--- config.mk ---
export PLATFORM = sky130hd
export DESIGN_NAME = view_cone_best_target_select_core
export DESIGN_NICKNAME = d
export VERILOG_FILES = /design/src/rtl/core/vcbts_pkg.sv /design/src/rtl/core/vcbts_cosine.sv /design/src/rtl/core/view_cone_best_target_select_core.sv
export SDC_FILE = /design/constraint.sdc
export NUM_CORES = 2
export LEC_CHECK = 0
export ABC_CLOCK_PERIOD_IN_PS = 17920
export BUFFER_PORTS_ARGS = -buffer_cell sky130_fd_sc_hd__buf_2
export CAP_MARGIN = 20
export CORE_MARGIN = 3
export CORE_UTILIZATION = 60
export CTS_BUF_LIST = sky130_fd_sc_hd__clkbuf_16
export DETAILED_ROUTE_END_ITERATION = 10
export GPL_ROUTABILITY_DRIVEN = 0
export HOLD_SLACK_MARGIN = 0.15
export PLACE_DENSITY = 0.83
export SLEW_MARGIN = 20
export SYNTH_ARGS = -nofsm -noshare
export SYNTH_HDL_FRONTEND = slang
export SYNTH_SLANG_ARGS = --single-unit
--- constraint.sdc ---
create_clock -name clk -period 17.92 [get_ports clk]
set_input_delay 0 -clock clk [delete_from_list [all_inputs] [get_ports clk]]
set_output_delay 0 -clock clk [all_outputs]
set_load 0.01 [all_outputs]
--- src/rtl/core/vcbts_pkg.sv ---
// Shared types and constants of the view cone target selector.
// Used by vcbts_cosine and view_cone_best_target_select_core.
package vcbts_pkg;

	localparam int COORD_BITS_DEF = 24;
	localparam int ID_BITS_DEF    = 16;

	localparam int COS_W     = 16;
	localparam int AIM_W     = 16;
	localparam int DIST_W    = 50;
	localparam int CFG_DW    = 50;
	localparam int CFG_IW    = 3;
	localparam int DOT_HI_W  = 20;
	localparam int DIV_STEPS = 16;

	localparam logic [63:0] HUGE_MAG = 64'h0000_0000_8000_0000;

	localparam logic signed [COS_W-1:0] COS_MAX  = 16'sh7fff;
	localparam logic signed [COS_W-1:0] COS_MIN  = 16'sh8000;
	localparam logic signed [COS_W-1:0] COS_ZERO = 16'sh0000;

	typedef enum logic [CFG_IW-1:0] {
		REG_ORIGIN_X = 3'd0,
		REG_ORIGIN_Y = 3'd1,
		REG_ORIGIN_Z = 3'd2,
		REG_AIM_X    = 3'd3,
		REG_AIM_Y    = 3'd4,
		REG_AIM_Z    = 3'd5,
		REG_MAX_DIST = 3'd6,
		REG_MIN_COS  = 3'd7
	} cfg_reg_t;

	typedef enum logic [2:0] {
		ST_IDLE,
		ST_PREP,
		ST_MUL,
		ST_RANGE,
		ST_COS,
		ST_SCORE,
		ST_EMIT
	} core_state_t;

	typedef enum logic [2:0] {
		CU_IDLE,
		CU_SQRT,
		CU_CHK,
		CU_DIV,
		CU_DONE
	} cu_state_t;

	typedef struct packed {
		logic start;
		logic neg;
	} cos_req_t;

endpackage

--- src/rtl/core/vcbts_cosine.sv ---
// Serial cosine unit: floor square root of the squared distance, then a
// restoring divide of the dot magnitude by it, saturated to Q1.15.
// Depends on vcbts_pkg.
module vcbts_cosine #(
	parameter int COORD_BITS = vcbts_pkg::COORD_BITS_DEF
) (
	input  logic                                   clk,
	input  logic                                   arst_n,
	input  vcbts_pkg::cos_req_t                    req,
	input  logic [2*(COORD_BITS+1)-1:0]            dist_sq,
	input  logic [COORD_BITS+1+vcbts_pkg::DOT_HI_W-1:0] dot_mag,
	output logic                                   done,
	output logic signed [vcbts_pkg::COS_W-1:0]     cos_val
);

	localparam int MW    = COORD_BITS + 1;
	localparam int DW    = 2 * MW;
	localparam int DTW   = MW + vcbts_pkg::DOT_HI_W;
	localparam int QW    = vcbts_pkg::DIV_STEPS;
	localparam int CNT_W = $clog2((MW > QW) ? MW : QW);

	vcbts_pkg::cu_state_t state_q, state_d;

	logic [CNT_W-1:0] cnt_q;
	logic [DW-1:0]    rad_q;
	logic [MW:0]      rem_q;
	logic [MW-1:0]    root_q;
	logic [DTW-1:0]   dmag_q;
	logic [MW-1:0]    remd_q;
	logic [QW-1:0]    dlo_q;
	logic [QW-1:0]    quo_q;
	logic             ovf_q;
	logic             neg_q;

	logic [MW+2:0] sq_rem_n;
	logic [MW+2:0] sq_trial;
	logic          sq_ge;
	logic [MW:0]   dv_rn;
	logic          dv_ge;
	logic          ovf_now;
	logic          sat;
	logic          sqrt_en, chk_en, div_en;

	assign sq_rem_n = {rem_q, rad_q[DW-1 -: 2]};
	assign sq_trial = (MW+3)'({root_q, 2'b01});
	assign sq_ge    = sq_rem_n >= sq_trial;
	assign dv_rn    = {remd_q, dlo_q[QW-1]};
	assign dv_ge    = dv_rn >= {1'b0, root_q};
	assign ovf_now  = dmag_q[DTW-1:QW] >= (DTW-QW)'(root_q);

	always_comb begin
		state_d = state_q;
		unique case (state_q)
			vcbts_pkg::CU_IDLE: if (req.start) state_d = vcbts_pkg::CU_SQRT;
			vcbts_pkg::CU_SQRT: if (cnt_q == '0) state_d = vcbts_pkg::CU_CHK;
			vcbts_pkg::CU_CHK:  state_d = vcbts_pkg::CU_DIV;
			vcbts_pkg::CU_DIV:  if (cnt_q == '0) state_d = vcbts_pkg::CU_DONE;
			vcbts_pkg::CU_DONE: state_d = vcbts_pkg::CU_IDLE;
			default:            state_d = vcbts_pkg::CU_IDLE;
		endcase
	end

	always_comb begin
		sqrt_en = 1'b0;
		chk_en  = 1'b0;
		div_en  = 1'b0;
		done    = 1'b0;
		unique case (state_q)
			vcbts_pkg::CU_IDLE: ;
			vcbts_pkg::CU_SQRT: sqrt_en = 1'b1;
			vcbts_pkg::CU_CHK:  chk_en  = 1'b1;
			vcbts_pkg::CU_DIV:  div_en  = 1'b1;
			vcbts_pkg::CU_DONE: done    = 1'b1;
			default: ;
		endcase
	end

	always_ff @(posedge clk or negedge arst_n) begin
		if (!arst_n) begin
			state_q <= vcbts_pkg::CU_IDLE;
			cnt_q   <= '0;
		end else begin
			state_q <= state_d;
			if (state_q == vcbts_pkg::CU_IDLE && req.start) begin
				cnt_q <= CNT_W'(MW - 1);
			end else if (chk_en) begin
				cnt_q <= CNT_W'(QW - 1);
			end else if (sqrt_en || div_en) begin
				cnt_q <= cnt_q - 1'b1;
			end
		end
	end

	always_ff @(posedge clk) begin
		if (state_q == vcbts_pkg::CU_IDLE && req.start) begin
			rad_q  <= dist_sq;
			rem_q  <= '0;
			root_q <= '0;
			dmag_q <= dot_mag;
			neg_q  <= req.neg;
		end
		if (sqrt_en) begin
			rad_q  <= {rad_q[DW-3:0], 2'b00};
			rem_q  <= sq_ge ? (MW+1)'(sq_rem_n - sq_trial) : (MW+1)'(sq_rem_n);
			root_q <= {root_q[MW-2:0], sq_ge};
		end
		if (chk_en) begin
			ovf_q  <= ovf_now;
			remd_q <= dmag_q[QW +: MW];
			dlo_q  <= dmag_q[QW-1:0];
			quo_q  <= '0;
		end
		if (div_en) begin
			remd_q <= dv_ge ? MW'(dv_rn - {1'b0, root_q}) : MW'(dv_rn);
			dlo_q  <= {dlo_q[QW-2:0], 1'b0};
			quo_q  <= {quo_q[QW-2:0], dv_ge};
		end
	end

	assign sat = ovf_q || quo_q[QW-1];

	always_comb begin
		if (neg_q) begin
			cos_val = sat ? vcbts_pkg::COS_MIN : $signed(~quo_q + 1'b1);
		end else begin
			cos_val = sat ? vcbts_pkg::COS_MAX : $signed(quo_q);
		end
	end

endmodule

--- src/rtl/core/view_cone_best_target_select_core.sv ---
// Top level of the view cone best target selector: config registers, serial
// distance and dot product, scoring and result register.
// Depends on vcbts_pkg and vcbts_cosine.
//
// Channel   Dir  Handshake            Payload
// s_axis    in   s_tvalid/s_tready    s_tdata pos_x,pos_y,pos_z,cand_id; s_tuser; s_tlast
// m_axis    out  m_tvalid/m_tready    m_tdata best_id,best_score; m_tuser found
// cfg       in   cfg_valid/cfg_ready  cfg_index, cfg_data
//
// An eligible item in range passes through the bit-serial multiply, the serial square
// root and the 16-step divide unless its distance is zero; one rejected on range skips
// the root and divide, and an ineligible one is dropped when accepted. A last item also
// passes through ST_EMIT, which loads the result register once the output is free.
// One item is processed at a time; s_tready is high only when idle.
// The result register holds until taken; the next item is accepted meanwhile.
// Reset clears config registers, best state and the output valid.
module view_cone_best_target_select_core #(
	parameter int COORD_BITS = vcbts_pkg::COORD_BITS_DEF,
	parameter int ID_BITS    = vcbts_pkg::ID_BITS_DEF
) (
	input  logic clk,
	input  logic arst_n,
	// pos_x, pos_y, pos_z, cand_id, zero pad
	input  logic [((3*COORD_BITS+ID_BITS+7)/8)*8-1:0] s_tdata,
	// eligible
	input  logic                                      s_tuser,
	input  logic                                      s_tlast,
	input  logic                                      s_tvalid,
	output logic                                      s_tready,
	// best_id, best_score, zero pad
	output logic [((ID_BITS+vcbts_pkg::COS_W+7)/8)*8-1:0] m_tdata,
	// found
	output logic                                      m_tuser,
	output logic                                      m_tvalid,
	input  logic                                      m_tready,
	input  logic                                      cfg_valid,
	output logic                                      cfg_ready,
	input  logic [vcbts_pkg::CFG_IW-1:0]              cfg_index,
	input  logic [vcbts_pkg::CFG_DW-1:0]              cfg_data
);

	localparam int CB    = COORD_BITS;
	localparam int MW    = CB + 1;
	localparam int DW    = 2 * MW;
	localparam int DHW   = vcbts_pkg::DOT_HI_W;
	localparam int DTW   = MW + DHW;
	localparam int AW    = vcbts_pkg::AIM_W;
	localparam int CW    = vcbts_pkg::COS_W;
	localparam int MXW   = vcbts_pkg::DIST_W;
	localparam int CMPW  = (DW > MXW) ? DW : MXW;
	localparam int MCW   = $clog2(MW);
	localparam int OW    = ((ID_BITS + CW + 7) / 8) * 8;

	vcbts_pkg::core_state_t state_q, state_d;

	logic [CB-1:0]        org_q [3];
	logic [AW-1:0]        aim_q [3];
	logic [MXW-1:0]       max_dist_q;
	logic signed [CW-1:0] min_cos_q;

	logic [MW-1:0]   d_q     [3];
	logic [MW-1:0]   mcand_q [3];
	logic [MW-1:0]   mplr_q  [3];
	logic [AW:0]     sa_q    [3];
	logic            huge_q;
	logic [MW+2:0]   sq_hi_q;
	logic [MW-1:0]   sq_lo_q;
	logic [DHW-1:0]  dt_hi_q;
	logic [MW-1:0]   dt_lo_q;
	logic [MCW-1:0]  mcnt_q;
	logic [ID_BITS-1:0] id_q;
	logic            last_q;
	logic signed [CW-1:0] cos_q;

	logic signed [CW-1:0] best_cos_q;
	logic [ID_BITS-1:0]   best_id_q;
	logic                 have_q;

	logic                 m_tvalid_q;
	logic [ID_BITS-1:0]   m_id_q;
	logic                 m_found_q;
	logic signed [CW-1:0] m_score_q;

	logic [MW+2:0]  sq_sum;
	logic [DHW-1:0] dt_sum;
	logic [MW-1:0]  d_abs [3];
	logic           huge_any;
	logic [DW-1:0]  dist_sq;
	logic [DTW-1:0] dot_full;
	logic [DTW-1:0] dot_mag;
	logic           reject;
	logic           dist_zero;
	logic           out_free;
	logic           better;
	logic           cu_done;
	logic signed [CW-1:0] cu_cos;
	vcbts_pkg::cos_req_t  cu_req;

	logic in_take, do_prep, do_mul, do_range, do_cos, do_score, do_emit;

	assign cfg_ready = 1'b1;

	always_ff @(posedge clk or negedge arst_n) begin
		if (!arst_n) begin
			for (int k = 0; k < 3; k++) begin
				org_q[k] <= '0;
				aim_q[k] <= '0;
			end
			max_dist_q <= '0;
			min_cos_q  <= '0;
		end else if (cfg_valid) begin
			unique case (vcbts_pkg::cfg_reg_t'(cfg_index))
				vcbts_pkg::REG_ORIGIN_X: org_q[0]   <= cfg_data[CB-1:0];
				vcbts_pkg::REG_ORIGIN_Y: org_q[1]   <= cfg_data[CB-1:0];
				vcbts_pkg::REG_ORIGIN_Z: org_q[2]   <= cfg_data[CB-1:0];
				vcbts_pkg::REG_AIM_X:    aim_q[0]   <= cfg_data[AW-1:0];
				vcbts_pkg::REG_AIM_Y:    aim_q[1]   <= cfg_data[AW-1:0];
				vcbts_pkg::REG_AIM_Z:    aim_q[2]   <= cfg_data[AW-1:0];
				vcbts_pkg::REG_MAX_DIST: max_dist_q <= cfg_data[MXW-1:0];
				vcbts_pkg::REG_MIN_COS:  min_cos_q  <= $signed(cfg_data[CW-1:0]);
			endcase
		end
	end

	always_comb begin
		sq_sum = sq_hi_q;
		dt_sum = dt_hi_q;
		for (int k = 0; k < 3; k++) begin
			if (mplr_q[k][0]) begin
				sq_sum = sq_sum + (MW+3)'(mcand_q[k]);
				dt_sum = dt_sum + {{(DHW-AW-1){sa_q[k][AW]}}, sa_q[k]};
			end
		end
	end

	always_comb begin
		huge_any = 1'b0;
		for (int k = 0; k < 3; k++) begin
			d_abs[k] = d_q[k][MW-1] ? (~d_q[k] + 1'b1) : d_q[k];
			if (64'(d_abs[k]) >= vcbts_pkg::HUGE_MAG) begin
				huge_any = 1'b1;
			end
		end
	end

	assign dist_sq   = {sq_hi_q[MW-1:0], sq_lo_q};
	assign dot_full  = {dt_hi_q, dt_lo_q};
	assign dot_mag   = dot_full[DTW-1] ? (~dot_full + 1'b1) : dot_full;
	assign reject    = huge_q || (CMPW'(dist_sq) > CMPW'(max_dist_q));
	assign dist_zero = (dist_sq == '0);
	assign out_free  = !m_tvalid_q || m_tready;
	assign better    = (cos_q >= min_cos_q) && (!have_q || cos_q > best_cos_q);

	always_comb begin
		state_d = state_q;
		unique case (state_q)
			vcbts_pkg::ST_IDLE: begin
				if (s_tvalid) begin
					if (s_tuser) state_d = vcbts_pkg::ST_PREP;
					else if (s_tlast) state_d = vcbts_pkg::ST_EMIT;
				end
			end
			vcbts_pkg::ST_PREP: state_d = vcbts_pkg::ST_MUL;
			vcbts_pkg::ST_MUL: if (mcnt_q == '0) state_d = vcbts_pkg::ST_RANGE;
			vcbts_pkg::ST_RANGE: begin
				priority if (reject) begin
					state_d = last_q ? vcbts_pkg::ST_EMIT : vcbts_pkg::ST_IDLE;
				end else if (dist_zero) begin
					state_d = vcbts_pkg::ST_SCORE;
				end else begin
					state_d = vcbts_pkg::ST_COS;
				end
			end
			vcbts_pkg::ST_COS: if (cu_done) state_d = vcbts_pkg::ST_SCORE;
			vcbts_pkg::ST_SCORE: state_d = last_q ? vcbts_pkg::ST_EMIT : vcbts_pkg::ST_IDLE;
			vcbts_pkg::ST_EMIT: if (out_free) state_d = vcbts_pkg::ST_IDLE;
			default: state_d = vcbts_pkg::ST_IDLE;
		endcase
	end

	always_comb begin
		s_tready = 1'b0;
		do_prep  = 1'b0;
		do_mul   = 1'b0;
		do_range = 1'b0;
		do_cos   = 1'b0;
		do_score = 1'b0;
		do_emit  = 1'b0;
		unique case (state_q)
			vcbts_pkg::ST_IDLE:  s_tready = 1'b1;
			vcbts_pkg::ST_PREP:  do_prep  = 1'b1;
			vcbts_pkg::ST_MUL:   do_mul   = 1'b1;
			vcbts_pkg::ST_RANGE: do_range = 1'b1;
			vcbts_pkg::ST_COS:   do_cos   = 1'b1;
			vcbts_pkg::ST_SCORE: do_score = 1'b1;
			vcbts_pkg::ST_EMIT:  do_emit  = out_free;
			default: ;
		endcase
	end

	assign in_take    = s_tready && s_tvalid;
	assign cu_req.start = do_range && !reject && !dist_zero;
	assign cu_req.neg   = dot_full[DTW-1];

	vcbts_cosine #(
		.COORD_BITS(COORD_BITS)
	) u_cosine (
		.clk    (clk),
		.arst_n (arst_n),
		.req    (cu_req),
		.dist_sq(dist_sq),
		.dot_mag(dot_mag),
		.done   (cu_done),
		.cos_val(cu_cos)
	);

	always_ff @(posedge clk or negedge arst_n) begin
		if (!arst_n) begin
			state_q    <= vcbts_pkg::ST_IDLE;
			mcnt_q     <= '0;
			best_cos_q <= '0;
			best_id_q  <= '0;
			have_q     <= 1'b0;
			m_tvalid_q <= 1'b0;
		end else begin
			state_q <= state_d;
			if (do_prep) begin
				mcnt_q <= MCW'(MW - 1);
			end else if (do_mul) begin
				mcnt_q <= mcnt_q - 1'b1;
			end
			if (do_score && better) begin
				best_cos_q <= cos_q;
				best_id_q  <= id_q;
				have_q     <= 1'b1;
			end
			if (do_emit) begin
				m_tvalid_q <= 1'b1;
				best_cos_q <= '0;
				best_id_q  <= '0;
				have_q     <= 1'b0;
			end else if (m_tvalid_q && m_tready) begin
				m_tvalid_q <= 1'b0;
			end
		end
	end

	always_ff @(posedge clk) begin
		if (in_take) begin
			for (int k = 0; k < 3; k++) begin
				d_q[k] <= {s_tdata[k*CB+CB-1], s_tdata[k*CB +: CB]}
					- {org_q[k][CB-1], org_q[k]};
			end
			id_q   <= s_tdata[3*CB +: ID_BITS];
			last_q <= s_tlast;
		end
		if (do_prep) begin
			huge_q  <= huge_any;
			sq_hi_q <= '0;
			sq_lo_q <= '0;
			dt_hi_q <= '0;
			dt_lo_q <= '0;
			for (int k = 0; k < 3; k++) begin
				mcand_q[k] <= d_abs[k];
				mplr_q[k]  <= d_abs[k];
				sa_q[k]    <= d_q[k][MW-1] ? (~{aim_q[k][AW-1], aim_q[k]} + 1'b1)
					: {aim_q[k][AW-1], aim_q[k]};
			end
		end
		if (do_mul) begin
			sq_hi_q <= {1'b0, sq_sum[MW+2:1]};
			sq_lo_q <= {sq_sum[0], sq_lo_q[MW-1:1]};
			dt_hi_q <= {dt_sum[DHW-1], dt_sum[DHW-1:1]};
			dt_lo_q <= {dt_sum[0], dt_lo_q[MW-1:1]};
			for (int k = 0; k < 3; k++) begin
				mplr_q[k] <= {1'b0, mplr_q[k][MW-1:1]};
			end
		end
		if (do_range && dist_zero) begin
			cos_q <= vcbts_pkg::COS_ZERO;
		end
		if (do_cos && cu_done) begin
			cos_q <= cu_cos;
		end
		if (do_emit) begin
			m_id_q    <= have_q ? best_id_q : '0;
			m_found_q <= have_q;
			m_score_q <= have_q ? best_cos_q : vcbts_pkg::COS_ZERO;
		end
	end

	assign m_tvalid = m_tvalid_q;
	assign m_tuser  = m_found_q;
	assign m_tdata  = OW'({m_score_q, m_id_q});

endmodule

; Yosys cells after proc, flatten, opt, wreduce, memory -nomap -nowiden
; Memories as Yosys holds them, arrays and structs flattened.
; Index checks and enable logic that the tools add are counted.
[classes]
mux = 86
n_addsub = 21
n_eq_ne = 25
n_bitwise = 11
n_lt_le_gt_ge = 6
n_reduce_logical = 40
[ops]
columns = operator, n
row1 = $mux W25, 14
row2 = $mux W16, 13
row3 = $mux W20, 5
row4 = $mux W50, 2
row5 = $mux W28, 3
row6 = $mux W26, 3
row7 = $add A25 B1 Y25 const B, 3
row8 = $not A25 Y25, 3
row9 = $sub A24 B24 Y25, 3
row10 = $add A20 B20 Y20, 3
row11 = $add A28 B25 Y28, 2
row12 = $mux W27, 2
row13 = $add A17 B1 Y17 const B, 3
row14 = $mux W17, 3
row15 = $not A17 Y17, 3
row16 = $gt A50 B50 Y1, 1
row17 = $logic_not A50 Y1, 1
row18 = $add A45 B1 Y45 const B, 1
row19 = $not A45 Y45, 1
row20 = $mux W44, 1
row21 = $mux W3, 11
row22 = $ge A29 B25 Y1, 1
row23 = $add A27 B25 Y28, 1
row24 = $ge A28 B27 Y1, 1
row25 = other kinds (29), 105
[totals]
ff_bits = 604
in_bits = 148
mem_count = 4
out_inout_bits = 36
ram_bits = 276
wordCells = 231
[mem_list]
columns = memory, words, width, read_ports, rd_ports_with_merged_regs, wr, line
row1 = d_q, 3, 25, 3, 0, 3, view_cone_best_target_select_core.sv:61  ; logic [MW-1:0] d_q [3];
row2 = mcand_q, 3, 25, 3, 0, 3, view_cone_best_target_select_core.sv:62  ; logic [MW-1:0] mcand_q [3];
row3 = mplr_q, 3, 25, 3, 0, 3, view_cone_best_target_select_core.sv:63  ; logic [MW-1:0] mplr_q [3];
row4 = sa_q, 3, 17, 3, 0, 3, view_cone_best_target_select_core.sv:64  ; logic [AW:0] sa_q [3];

; Depth between registers and ports, before layout
; An unclocked memory read counts as a cell.
[depth]
ltp_word = 8
mapped_depth = 31
ltp_nobuf = 31

; Modules after synthesis
; From an unflattened synthesis, not the netlist that was laid out.
[hier_totals]
hier_cells = 4916
area_unflattened_um2 = 52061.2
[by_module_without_submodules]
columns = module, seq_area_each_um2, cells_per_inst, area_per_inst_um2, n_inst
row1 = view_cone_best_target_select_core, 18858.1, 3807, 39867.0, 1
row2 = vcbts_cosine, 6326.1, 1109, 12194.2, 1

; Least setup slack after synthesis
; No wires, ideal clock.
[synth_path]
path_kind = register -> register
start = register sq_lo_q[3]
end = register u_cosine.rad_q[10] (enable)
setup_ns = 0.474
period_less_slack_ns = 6.914
path_slack_ns = 11.006
required_time_ns = 17.446
stages_incl_launch_ff = 14
n_path_buf = 2
arrival_ns = 6.440
path_cell_list = edfxtp_1 ha_1 a21o_1 a21o_1 a221oi_1 o21ai_0 a21oi_1 o211ai_1 a21oi_1 and2_1 and3b_1 clkbuf_1 buf_1 nand2b_1
[synth_via]
elab_chain_cells = 6
word_cells_on_any_way = 8
classes_between = order compare: 1 / reduce/logical: 7
[synth_rtl]
columns = element, line
row1 = "start, declared", view_cone_best_target_select_core.sv:67  ; logic [MW-1:0] sq_lo_q;
row2 = "start signal, assigned", view_cone_best_target_select_core.sv:272  ; sq_lo_q <= {sq_sum[0], sq_lo_q[MW-1:1]};
row3 = $gt A50 B50 Y1, view_cone_best_target_select_core.sv:149  ; assign reject = huge_q || (CMPW'(dist_sq) > CMPW'(max_dist_q));
row4 = $logic_not A1 Y1, view_cone_best_target_select_core.sv:202  ; assign cu_req.start = do_range && !reject && !dist_zero;
row5 = $logic_and A1 B1 Y1, view_cone_best_target_select_core.sv:202
row6 = $logic_and A1 B1 Y1 *, view_cone_best_target_select_core.sv:202
row7 = $logic_and A1 B1 Y1 *, vcbts_cosine.sv:95  ; if (state_q == vcbts_pkg::CU_IDLE && req.start) begin
row8 = $reduce_bool A2 Y1 (no source line) *, -
row9 = "end signal, assigned", vcbts_cosine.sv:96  ; rad_q <= dist_sq;
row10 = "end signal, assigned", vcbts_cosine.sv:103  ; rad_q <= {rad_q[DW-3:0], 2'b00};
row11 = "end, declared", vcbts_cosine.sv:25  ; logic [DW-1:0] rad_q;
; Mark *: on every way between the ends. The rest lies on a longest branch, timed or not.
; A chain may end at the register's enable or synchronous reset.

; Worst setup path after layout
[layout_path]
start = register dt_hi_q[0]
end = register dt_hi_q[18], data pin
[layout_via]
elab_chain_cells = 7
[layout_rtl]
columns = element, line
row1 = "start, declared", view_cone_best_target_select_core.sv:68  ; logic [DHW-1:0] dt_hi_q;
row2 = "start signal, assigned", view_cone_best_target_select_core.sv:273  ; dt_hi_q <= {dt_sum[DHW-1], dt_sum[DHW-1:1]};
row3 = $add A20 B20 Y20, view_cone_best_target_select_core.sv:131  ; dt_sum = dt_sum + {{(DHW-AW-1){sa_q[k][AW]}}, sa_q[k]};
row4 = $mux W20 *, view_cone_best_target_select_core.sv:129  ; if (mplr_q[k][0]) begin
row5 = $add A20 B20 Y20, view_cone_best_target_select_core.sv:131
row6 = $mux W20 *, view_cone_best_target_select_core.sv:129
row7 = $add A20 B20 Y20, view_cone_best_target_select_core.sv:131
row8 = $mux W20 *, view_cone_best_target_select_core.sv:129
row9 = $mux W20 *, view_cone_best_target_select_core.sv:270  ; if (do_mul) begin
; Marked as above.

==> flow_metrics.env <==
export IMPL_status="finished clean"
export IMPL_yosysMostFrequentCell="edfxtp_1"
export IMPL_post_route_min_period_ns=7.228
export IMPL_wl_per_cell_um=21.55
export IMPL_seq_area_mm2=0.02518
export IMPL_ys_warn_count=0
export IMPL_synthArstFlopShare_pct=26.85
export IMPL_setup_viol=0
export IMPL_cp_arrival_ns=7.59
export IMPL_htree_levels=3
export IMPL_critPathMostFrequentCell="o21ai_0"
export IMPL_area_growth_pct=14.44
export IMPL_cts_tree="done"
export IMPL_io_pins=184
export IMPL_cts_resized=0
export IMPL_io_buffers=182
export IMPL_dieArea_mm2=0.08914
export IMPL_yosysTopAreaCell="edfxtp_1"
export IMPL_crit_buf_inv=1
export IMPL_dpl_hpwl_mm=91.96
export IMPL_hold_start="cfg_data[48]"
export IMPL_worstPathMaxFanout=6
export IMPL_grt_max_degree=123
export IMPL_hold_depth=3
export IMPL_worstHoldEndpoint="max_dist_q[48]$_DFFE_PN0P_"
export IMPL_avgSynthCellArea_um2=10.63
export IMPL_yosys_top_cells_count="edfxtp_1, nor2_1, nand2_1, ha_1, o21ai_0"
export IMPL_viasPerCell=6.245
export IMPL_synth_area_mux_share_pct=4.897
export IMPL_rrSetupSlack_ns=10.69
export IMPL_synth_edf_count=640
export IMPL_post_cts_buffers=0
export IMPL_setup_tns_ns=0
export IMPL_vdd_ir_drop_max_mv=0.1399
export IMPL_power_density_mw_per_mm2=217.1
export IMPL_maxSlewViolCount=0
export IMPL_synth_xor_area_share_pct=6.241
export IMPL_clk_transition_reported_paths_ns=0.06
export IMPL_postRouteAntennaNets=0
export IMPL_multi_input_area_mm2=0.02455
export IMPL_cp_required_ns=18.28
export IMPL_drt_wl_total_mm=138.4
export IMPL_critical_path_top_delay_family="compound AO/OA/AOI/OAI gates"
export IMPL_rows=106
export IMPL_synth_seq_cells=879
export IMPL_synth_top_family_by_area="compound AO/OA/AOI/OAI gates"
export IMPL_grt_pass1_vias=39800
export IMPL_synth_flop_cell="edfxtp_1"
export IMPL_first_iter_violations=4378
export IMPL_nets=5740
export IMPL_clockBufferDepth=3
export IMPL_synthSimpleGateAreaFrac_pct=12.88
export IMPL_finalHoldViolCount=0
export IMPL_drc=0
export IMPL_cts_root_buffer="clkbuf_16"
export IMPL_fmax_mhz=138.4
export IMPL_cp_start_kind="register"
export IMPL_endpoint_kind="register"
export IMPL_drive_gt1_share_pct=11.20
export IMPL_synth_area_leaders="edfxtp_1, dfrtp_1, ha_1"
export IMPL_start_util_pct=60.98
export IMPL_die_w_um=298.6
export IMPL_synth_cells=4831
export IMPL_critPathMaxStageDelay_ns=0.62
export IMPL_grtUsageTotal_pct=30.56
export IMPL_path_depth=30
export IMPL_synth_nets=5366
export IMPL_core_area_mm2=0.08422
export IMPL_r2r_start="dt_hi_q[0]$_SDFFCE_PN0P_"
export IMPL_tightest_slew_ns=1.097
export IMPL_syn_area_mm2=0.05136
export IMPL_r2r_cells=30
export IMPL_finalCritPeriodShare_pct=40.33
export IMPL_synth_distinct_cells=84
export IMPL_clock_sinks=879
export IMPL_yosysTopAreaCellShare_pct=37.42
export IMPL_power_mw=12.76
export IMPL_vias=40100
export IMPL_power_leakage_nw=24.47
export IMPL_grt_pass1_wl_mm=217.3
export IMPL_gr_total_overflow=0
export IMPL_hp_class="in2reg"
export IMPL_synth_adder_area_share_pct=9.574
export IMPL_rr_endpoint="dt_hi_q[18]$_SDFFCE_PN0P_"
export IMPL_antenna_found_initial=7
export IMPL_drt_pass1_iter_count=8
export IMPL_synth_compound_area_share_pct=13.98
export IMPL_ys_seq_area_share_pct=49.04
export IMPL_maxCapViolations=0
export IMPL_grt_setup_unrepaired="false"
export IMPL_clock_skew_final_ns=0.06032
export IMPL_cts_buffers_inserted=93
export IMPL_fill_cells=5640
export IMPL_crit_type="reg2reg"
export IMPL_dieHeight_um=298.6
export IMPL_clk_latency_ns=0.68
export IMPL_slew_headroom_pct=26.11
export IMPL_crit_path_top_delay_cell="a221oi_1"
==> worst max-delay path by stage <==
stage | to | slack (ns) | from
floorplan | u_cosine.rad_q[10]$_DFFE_PP_ | 11.01 | sq_lo_q[3]$_SDFFCE_PN0P_
global placement | sq_hi_q[26]$_SDFFCE_PN0P_ | 11.34 | sq_hi_q[0]$_SDFFCE_PN0P_
detailed placement | dt_hi_q[18]$_SDFFCE_PN0P_ | 11.00 | dt_hi_q[0]$_SDFFCE_PN0P_
CTS | dt_hi_q[18]$_SDFFCE_PN0P_ | 10.88 | dt_hi_q[0]$_SDFFCE_PN0P_
global route | dt_hi_q[18]$_SDFFCE_PN0P_ | 10.26 | dt_hi_q[0]$_SDFFCE_PN0P_
finish | dt_hi_q[18]$_SDFFCE_PN0P_ | 10.69 | dt_hi_q[0]$_SDFFCE_PN0P_
==> worst min-delay path, delay by kind of cell <==
family / cells / cell delay (ns)
buf+inv: 2 / 0.64
mux: 1 / 0.13
==> flip-flops by register name, indices dropped and copies added, names as in the netlist, 26 cells and up <==
name             cells
d_q                 75
mcand_q             75
mplr_q              75
org_q               72
sa_q                51
max_dist_q          50
u_cosine.rad_q      50
aim_q               48
u_cosine.dmag_q     45
sq_hi_q             27
u_cosine.rem_q      26
==> cells in the final DEF (no fill, tap or decap), types with 14 or more instances in the layout <==
cell / count
nor4_1: 26
o211ai_1: 21
nor3_1: 56
a21o_1: 122
ha_1: 377
a31oi_1: 20
o21a_1: 40
and3_1: 77
nand2b_1: 52
edfxtp_1: 640
o41ai_1: 24
nor2b_1: 55
a22o_1: 63
nand2_1: 379
inv_1: 324
or2_2: 17
o31a_1: 14
dfrtp_1: 236
buf_4: 34
buf_2: 181
mux2i_1: 42
clkbuf_16: 93
o21bai_1: 40
or3_1: 35
or4_1: 25
nor2_1: 472
clkinv_1: 19
and2_1: 37
nand3_1: 59
xnor2_1: 264
o21ai_0: 324
a211oi_1: 51
mux2_2: 186
xor2_1: 102
dlygate4sd3_1: 224
nand4_1: 44
o31ai_1: 48
a21oi_1: 247
==> metrics by stage <==
step	setup WS (ns)	hold slack, ns	instance area (µm²)	utilization (%)	std cells
2_1_floorplan	11.01	-0.2956	51360	-	4831
3_3_place_gp	11.34	0.1628	53450	63.46	6018
3_5_place_dp	11.00	0.1652	53480	63.50	6019
4_1_cts	10.88	0.1523	58770	69.78	6419
5_1_grt	10.26	0.1846	58770	69.78	6420
6_report	10.69	0.1654	58780	69.79	6422
==> layer usage <==
layer / routed length, µm / up-vias / global-route usage, %
met5: 53 / - / 0
met4: 7924 / 8 / 15.65
met3: 12570 / 467 / 5.296
met2: 63450 / 2096 / 48.83
met1: 54390 / 19250 / 40.32
li1: - / 18280 / -
==> layout make-up <==
cell class	instances	share of cell area (%)
diodes	3	0.01277
clock buffers	93	3.960
multi-input cells	3492	41.78
well taps	1134	2.414
repair buffers	442	5.910
flip-flops and latches	879	42.85
clock inverters	82	1.179
inverters	297	1.901
==> where the power goes <==
part / switching [mW] / internal (mW) / total, mW
Sequential: 0.530 / 3.26 / 3.79
Clock: 0.851 / 1.06 / 1.91
Combinational: 4.14 / 2.93 / 7.07
Total: 5.52 / 7.24 / 12.8
==> timing repair <==
action | in CTS | in global routing
hold buffers | 225 | 0
setup endpoints to repair | 0 | 0
hold endpoints to repair | 432 | 0
==> cell families (layout without fill, tap and decap cells) <==
logic type / count (synthesis) / in the layout
mux: 228 / 228
other cells: 2 / 5
flops: 879 / 879
compound gates: 1113 / 1113
fa+ha+maj: 387 / 387
buf+inv: 460 / 914
xor+xnor: 366 / 366
simple gates: 1396 / 1396
No activity file was read; power rests on OpenSTA's default activity.
